## src/hw/rtl/qte_pkg.sv

```systemverilog
// Shared types, widths and constants for the quaternion to Euler angle pipeline.
package qte_pkg;

    localparam int CORDIC_STAGES_DEF = 16;
    localparam int CORDIC_MAX        = 32;
    localparam int QUAT_FRAC_BITS    = 14;

    localparam int DW        = 45;
    localparam int AW        = 34;
    localparam int NORM_STEPS = 6;
    localparam int NORM_TOP   = 40;
    localparam int ISQ_W      = 61;
    localparam int ISQ_STEPS  = 31;

    localparam int YAW_LIMIT  = 12800;
    localparam int DECL_RESET = 883;

    typedef struct packed {
        logic signed [DW-1:0] x;
        logic signed [DW-1:0] y;
        logic signed [AW-1:0] ang;
        logic                 zero;
    } rot_t;

    typedef struct packed {
        logic [ISQ_W-1:0] v;
        logic [ISQ_W-1:0] res;
    } isq_t;

    localparam logic [31:0] ATAN_BAM [CORDIC_MAX] = '{
        32'h20000000, 32'h12E4051E, 32'h09FB385B, 32'h051111D4, 32'h028B0D43,
        32'h0145D7E1, 32'h00A2F61E, 32'h00517C55, 32'h0028BE53, 32'h00145F2F,
        32'h000A2F98, 32'h000517CC, 32'h00028BE6, 32'h000145F3, 32'h0000A2FA,
        32'h0000517D, 32'h000028BE, 32'h0000145F, 32'h00000A30, 32'h00000518,
        32'h0000028C, 32'h00000146, 32'h000000A3, 32'h00000051, 32'h00000029,
        32'h00000014, 32'h0000000A, 32'h00000005, 32'h00000003, 32'h00000001,
        32'h00000001, 32'h00000000
    };

endpackage

```

## src/hw/rtl/qte_isqrt_cell.sv

```systemverilog
// One bit step of the integer square root, bit weight 2^(ISQ_W-1-2*K).
module qte_isqrt_cell #(
    parameter int K = 0
) (
    input  logic          clk,
    input  logic          en,
    input  qte_pkg::isq_t din,
    output qte_pkg::isq_t dout
);

    localparam logic [qte_pkg::ISQ_W-1:0] BIT_W =
        qte_pkg::ISQ_W'(1) << (qte_pkg::ISQ_W - 1 - 2 * K);

    logic [qte_pkg::ISQ_W:0] sum;
    qte_pkg::isq_t           dout_reg;
    qte_pkg::isq_t           dout_next;

    always_comb
    begin
        sum = {1'b0, din.res} + {1'b0, BIT_W};
        if ({1'b0, din.v} >= sum)
        begin
            dout_next.v   = din.v - sum[qte_pkg::ISQ_W-1:0];
            dout_next.res = (din.res >> 1) + BIT_W;
        end
        else
        begin
            dout_next.v   = din.v;
            dout_next.res = din.res >> 1;
        end
    end

    always_ff @(posedge clk)
    begin
        if (en)
        begin
            dout_reg <= dout_next;
        end
    end

    assign dout = dout_reg;

endmodule

```

## config.mk

```make
export PLATFORM = sky130hd
export DESIGN_NAME = qte_isqrt_cell
export DESIGN_NICKNAME = d
export VERILOG_FILES = /design/src/hw/rtl/qte_pkg.sv /design/src/hw/rtl/qte_isqrt_cell.sv
export SDC_FILE = /design/constraint.sdc
export NUM_CORES = 1
export LEC_CHECK = 0
export CAP_MARGIN = 10
export CORE_ASPECT_RATIO = 1.75
export CORE_MARGIN = 10
export CORE_UTILIZATION = 55
export CTS_BUF_LIST = sky130_fd_sc_hd__clkbuf_8
export CTS_CLUSTER_DIAMETER = 200
export DETAILED_ROUTE_END_ITERATION = 10
export DONT_BUFFER_PORTS = 1
export HOLD_SLACK_MARGIN = 0.05
export PLACE_DENSITY = 0.72
export RECOVER_POWER = 50
export SETUP_SLACK_MARGIN = 0.02
export SLEW_MARGIN = 5
export SYNTH_ARGS = -nofsm -noshare
export SYNTH_HDL_FRONTEND = slang
export SYNTH_SLANG_ARGS = --single-unit
```

## constraint.sdc

```tcl
create_clock -name clk -period 5.46 [get_ports clk]
set_input_delay 0.546 -clock clk [delete_from_list [all_inputs] [get_ports clk]]
set_output_delay 0.546 -clock clk [all_outputs]
set_load 0.005 [all_outputs]
```

==> flow_summary.ini, run 1 <==
[clocking]
htreeDepth = 4
ctsRootBufferMaster = clkbuf_8
post_cts_buffers = 0
clock_path_buffers = 2
cts_tree = done
postCtsResizedCells = 0
numCtsBuffers = 17
cts_sinks = 122
clk_pin_slew_ns = 0.08
cts_hold_buffers = 0

[timing]
max_freq_mhz = 259
fin_setup_tns_ns = 0
period_minus_slack_ns = 3.87
final-hold-violation-count = 0
post-route-period-util = 0.708
drv_slew = 0
slew_headroom = 0.415
setup_viol = 0
rsz0062_at_grt = no
worstMarginPinSlew_ns = 0.877

[global_route]
grt_util_met1 = 0.198
antenna_found_initial = 0
gr-usage-met2 = 0.425
grt_pass1_wl_mm = 36.2
overflow = 0
top_usage_layer = met2
grt_max_degree = 123
grt_pass1_vias = 6689
grtUsageMet3 = 0.0892
grt_usage = 0.223

[critical_path]
cp_data_required_time_ns = 5.65
critPathKind = in2reg
critPathLaunchType = primary input
cp.arrival_ns = 4.06
path_cells = inv_1 > ha_1 > nand2_1 > nor4_1 > nand3_1 > a31oi_1 > a211oi_4 > o221ai_2 > o2111a_2 > nor2_8 > inv_4 > mux2_2
end_kind = flip-flop
cp-startpoint = din[16]
cp_slowest_cell = inv_4
cp_max_fo = 91
crit_path_max_incr_delay_ns = 0.63

[power]
totalPowerFinal_mw = 2.58
internal_power_mw = 1.80
p_clk_frac = 0.320
power_density_mw_per_mm2 = 301
seqPwrFrac = 0.468
p_comb_frac = 0.212
power_leakage_nw = 3.46
vdd.ir_drop.worst_mv = 0.188
p_switching_mw = 0.777
switching_share = 0.301

[floorplanning]
ios = 246
initial_utilization = 0.565
core.rowCount = 58
die_h_um = 181
die_area_mm2 = 0.0203
coreArea_mm2 = 0.0144
dieWidth_um = 112

[run_status]
status = completed

[synth]
ys_top_cells_by_area = edfxtp_1 45%, ha_1 9.5%, a21oi_1 6.3%
ys_top_cells_by_count = 122 x edfxtp_1, 103 x a21oi_1, 88 x nor2_1
synth_top_area_frac = 0.449
syn_area_per_cell_um2 = 9.58
synth_flop_cell = edfxtp_1
synthesis.area_mm2 = 0.00815
synth_cell_type_count = 61
synthArstFlopShare = 0
synth_warnings = 0
seq_area_frac_synth = 0.449
synth_top_area_cell = edfxtp_1
yosysMostFrequentCell = edfxtp_1
synth_edf_count = 122
synth_nets = 1038
syn-instance-count = 851
synth_seq_cells = 122

[route]
dr.first_iter.drc_count = 357
num_vias = 6353
routed_wl_mm = 23.2
wl_per_cell_um = 22.7
drt-vias-per-instance = 6.21
firstDrtPassIters = 5
ant_nets = 0
post-route-drc-count = 0

[worst_hold_path]
min_to = dout[9]$_DFFE_PP_
hold_class = in2reg
hold_depth = 0
worstHoldStart = din[10]

[cells_and_area]
multi_input_area_mm2 = 0.00400
finalInstanceArea_mm2 = 0.00857
largest_register_ff_count = 122
regArea_mm2 = 0.00366
antenna_cells = 0
fill_cells = 1209
finalNonFillerCells = 1023
area_growth_pct = 5.16
final_nets = 1017
drive_above_1_share = 0.0569

[place]
dp_hpwl_mm = 18.3
placed_cells = 991
port_buffers = 0
dpl_cell_area_mm2 = 0.00818
globalplace.congestion = 0.963

[flow_run]
maxCapViolCount = 0
## worst max-delay path by stage
stage                                      to  slack (ns)  cells after the start
after floorplan           dout[120]$_DFFE_PP_        2.25                     14
after global placement     dout[98]$_DFFE_PP_        1.14                     12
after detailed placement  dout[114]$_DFFE_PP_        1.10                     13
after CTS                 dout[114]$_DFFE_PP_        1.57                     13
after global routing       dout[98]$_DFFE_PP_        1.32                     12
final                      dout[98]$_DFFE_PP_        1.59                     12
## power by group through the flow
stage	logic (mW)	registers [mW]	clock network [mW]
floorplan	0.434	1.20	0
finish	0.546	1.21	0.825
global placement	0.526	1.23	0
CTS	0.539	1.21	0.841
detailed placement	0.535	1.23	0
global route	0.605	1.22	0.878
## cell type report
type                    instances  share of cell area
clock buffers                  17              0.0273
flip-flops and latches        122               0.427
clock inverters                15              0.0185
well taps                     180              0.0263
inverters                      78              0.0344
multi-input cells             611               0.466
## routing by layer
| layer | vias up | wire (um) |
|---|---|---|
| met5 | - | 0 |
| met4 | 0 | 735 |
| met3 | 56 | 2120 |
| met2 | 292 | 13000 |
| met1 | 2983 | 7410 |
| li1 | 3022 | - |
## cell families (layout without fill, tap and decap cells)
logic type	count (synthesis)	after routing	share of synthesized area
mux	1	1	0.00138
buf+inv	118	110	0.0605
xor+xnor	55	55	0.0591
compound gates	257	257	0.201
fa+ha+maj	63	63	0.0976
flops	122	122	0.449
simple gates	235	235	0.131
## per-stage QoR
stage / utilization / hold WS [ns] / setup WS, ns
finish: 0.594 / 0.187 / 1.59
global placement: 0.566 / 0.645 / 1.14
detailed placement: 0.566 / 0.645 / 1.10
CTS: 0.594 / 0.163 / 1.57
global route: 0.594 / 0.155 / 1.32
floorplan: - / 0.645 / 2.25
## critical path, delay by kind of cell
kind	cells	cell delay [ns]
AO/OA/AOI/OAI	4	1.00
adder cells (fa/ha/maj)	1	0.39
buffers and inverters	2	0.66
multiplexers	1	0.42
AND/OR/NAND/NOR	4	0.98
## cells in the final DEF, fill, tap and decap left out, drive strengths merged, types with 15 or more instances in the layout
cell type	count
a21o	25
a21oi	108
clkbuf	17
edfxtp	122
ha	62
inv	79
nand2	71
nand4	25
nor2	89
o21ai	49
o21bai	15
xnor2	31
xor2	24
Power figures use the tool's default switching activity.
==> run 2, diff against run 1 <==
Settings changed: ABC_AREA from default to 1.
Clock period 5.46 ns to 3.6 ns, I/O delays scaled along.
==> flow_summary.ini, run 2 <==
[timing]
rsz0062_at_grt = no
setup_viol = 0
fin_setup_tns_ns = 0
final-hold-violation-count = 0
fin_ws_ns = 1.20
post-route-period-util = 0.667
slew_headroom = -0.521
drv_slew = 110
max_freq_mhz = 417
period_minus_slack_ns = 2.40
worstMarginPinSlew_ns = 2.28

[cells_and_area]
drive_above_1_share = 0.0444
final_cell_mix = 630 x nand2_1, 406 x inv_1, 122 x edfxtp_1
final_common_cell = nand2_1
final_nets = 1884
area_growth_pct = 12.5
antenna_cells = 0
largest_register_ff_count = 122

[place]
pre_cts_ws_ns = 0.796
dp_hpwl_mm = 32.0
globalplace.congestion = 0.996
port_buffers = 0

[clocking]
clock_path_buffers = 2
cts_sinks = 122
ctsRootBufferMaster = clkbuf_8
cts_tree = done
clk_pin_slew_ns = 0.09
numCtsBuffers = 17
postCtsResizedCells = 0
htreeDepth = 4

[power]
vdd.ir_drop.worst_mv = 0.225
power_density_mw_per_mm2 = 375
power_leakage_nw = 6.60
totalPowerFinal_mw = 4.45

[route]
dr.first_iter.drc_count = 738
drt-vias-per-instance = 5.26
firstDrtPassIters = 5
post-route-drc-count = 0
num_vias = 10300
wl_per_cell_um = 20.5
ant_nets = 0
routed_wl_mm = 39.9

[worst_hold_path]
hold_class = in2reg
hold_depth = 2

[synth]
syn_area_per_cell_um2 = 6.50
synthesis.area_mm2 = 0.0106
synth_edf_count = 122
synth_warnings = 0
ys_top_cells_by_count = 630 x nand2_1, 405 x inv_1, 122 x edfxtp_1
yosysMostFrequentCell = nand2_1
ys_top_cells_by_area = edfxtp_1 35%, nand2_1 22%, inv_1 14%
synth_nets = 1810
synth_flop_cell = edfxtp_1
synth_top_area_cell = edfxtp_1
synthArstFlopShare = 0
synth_seq_cells = 122
syn-instance-count = 1623
synth_top_area_frac = 0.347
synth_cell_type_count = 37
seq_area_frac_synth = 0.347

[global_route]
grt_max_degree = 74
overflow = 0
grt_pass1_wl_mm = 59.1
grt_usage = 0.305
grt_pass1_vias = 10500
antenna_found_initial = 0

[critical_path]
crit_path_max_incr_delay_ns = 0.42
cp-startpoint = din[61]
critPathKind = in2reg
cp_data_required_time_ns = 3.78
end_kind = flip-flop
cp_slowest_cell = fa_1
cp_max_fo = 34
worstSetupEndpoint = dout[64]$_DFFE_PP_
path_cells = inv_1 > ha_1 > fa_1 > inv_1 > nand2_1 > nand3_2 > nand2_1 > nand2_2 > nand2_1 > nand2_1 > nand2_2 > nand3_4 > buf_4 > o21ai_0
cp_top_family = simple AND/OR/NAND/NOR gates
critPathLaunchType = primary input
cp.depth = 14
cp.arrival_ns = 2.58
cp.buffers_inverters = 3
path_common_cell = nand2_1

[floorplanning]
dieWidth_um = 125
initial_utilization = 0.554
die_h_um = 203
die_area_mm2 = 0.0253
core.rowCount = 67
coreArea_mm2 = 0.0190
ios = 246

[run_status]
violations = max-capacitance violations, max-slew violations
status = finished, violations left

[flow_run]
maxCapViolCount = 2
-- run 2: per-stage QoR --
stage / hold WS (ns) / instances / utilization / area [um2]
floorplan: 0.459 / 1623 / - / 10600
global placement: 0.459 / 1854 / 0.568 / 10800
detailed placement: 0.459 / 1854 / 0.568 / 10800
CTS: 0.132 / 1951 / 0.626 / 11900
global route: 0.144 / 1951 / 0.624 / 11900
finish: 0.142 / 1951 / 0.624 / 11900
-- run 2: metal layers --
layer / vias up / GRT usage / routed length [um]
met2: 425 / 0.588 / 21900
met5: - / 0 / 0
met1: 4629 / 0.258 / 12100
met4: 0 / 0.259 / 3550
li1: 5076 / - / -
met3: 134 / 0.0590 / 2360
-- run 2: power by group --
group          leakage (nW)  switching (mW)  internal (mW)  total [mW]
Clock                 0.211           0.647          0.755        1.40
Combinational          5.19           0.822          0.392        1.21
Sequential             1.19          0.0911           1.74        1.83
Total                  6.60            1.56           2.89        4.45
-- run 2: kinds of logic after synthesis --
family	after synthesis	synth area share
AOI/OAI and AO/OA	94	0.0457
xor gates and xnor gates	30	0.0249
adders and majority gates	63	0.0754
buffers and inverters	433	0.160
DFF	122	0.347
and+or+nand+nor	881	0.346
-- run 2: layout make-up --
cell class                 instances  area [um2]
fill                            1751        7160
multi-input combinational       1068        5190
sequential                       122        3660
inverter                         415        1560
timing repair buffer              73         724
tap                              241         302
clock buffer                      17         234
clock inverter                    15         199
-- run 2: worst min path at each step --
stage          startpoint                  end  slack (ns)
6_report         din[110]  dout[110]$_DFFE_PP_        0.14
5_1_grt           din[83]   dout[83]$_DFFE_PP_        0.14
4_1_cts          din[116]  dout[116]$_DFFE_PP_        0.13
3_5_place_dp      din[59]   dout[58]$_DFFE_PP_        0.46
3_3_place_gp      din[46]   dout[45]$_DFFE_PP_        0.46
2_1_floorplan      din[1]    dout[0]$_DFFE_PP_        0.46
-- run 2: what timing repair did --
item | CTS | global route
buffers inserted | 0 | 0
hold buffers | 65 | 0
hold endpoints to repair | 133 | 0
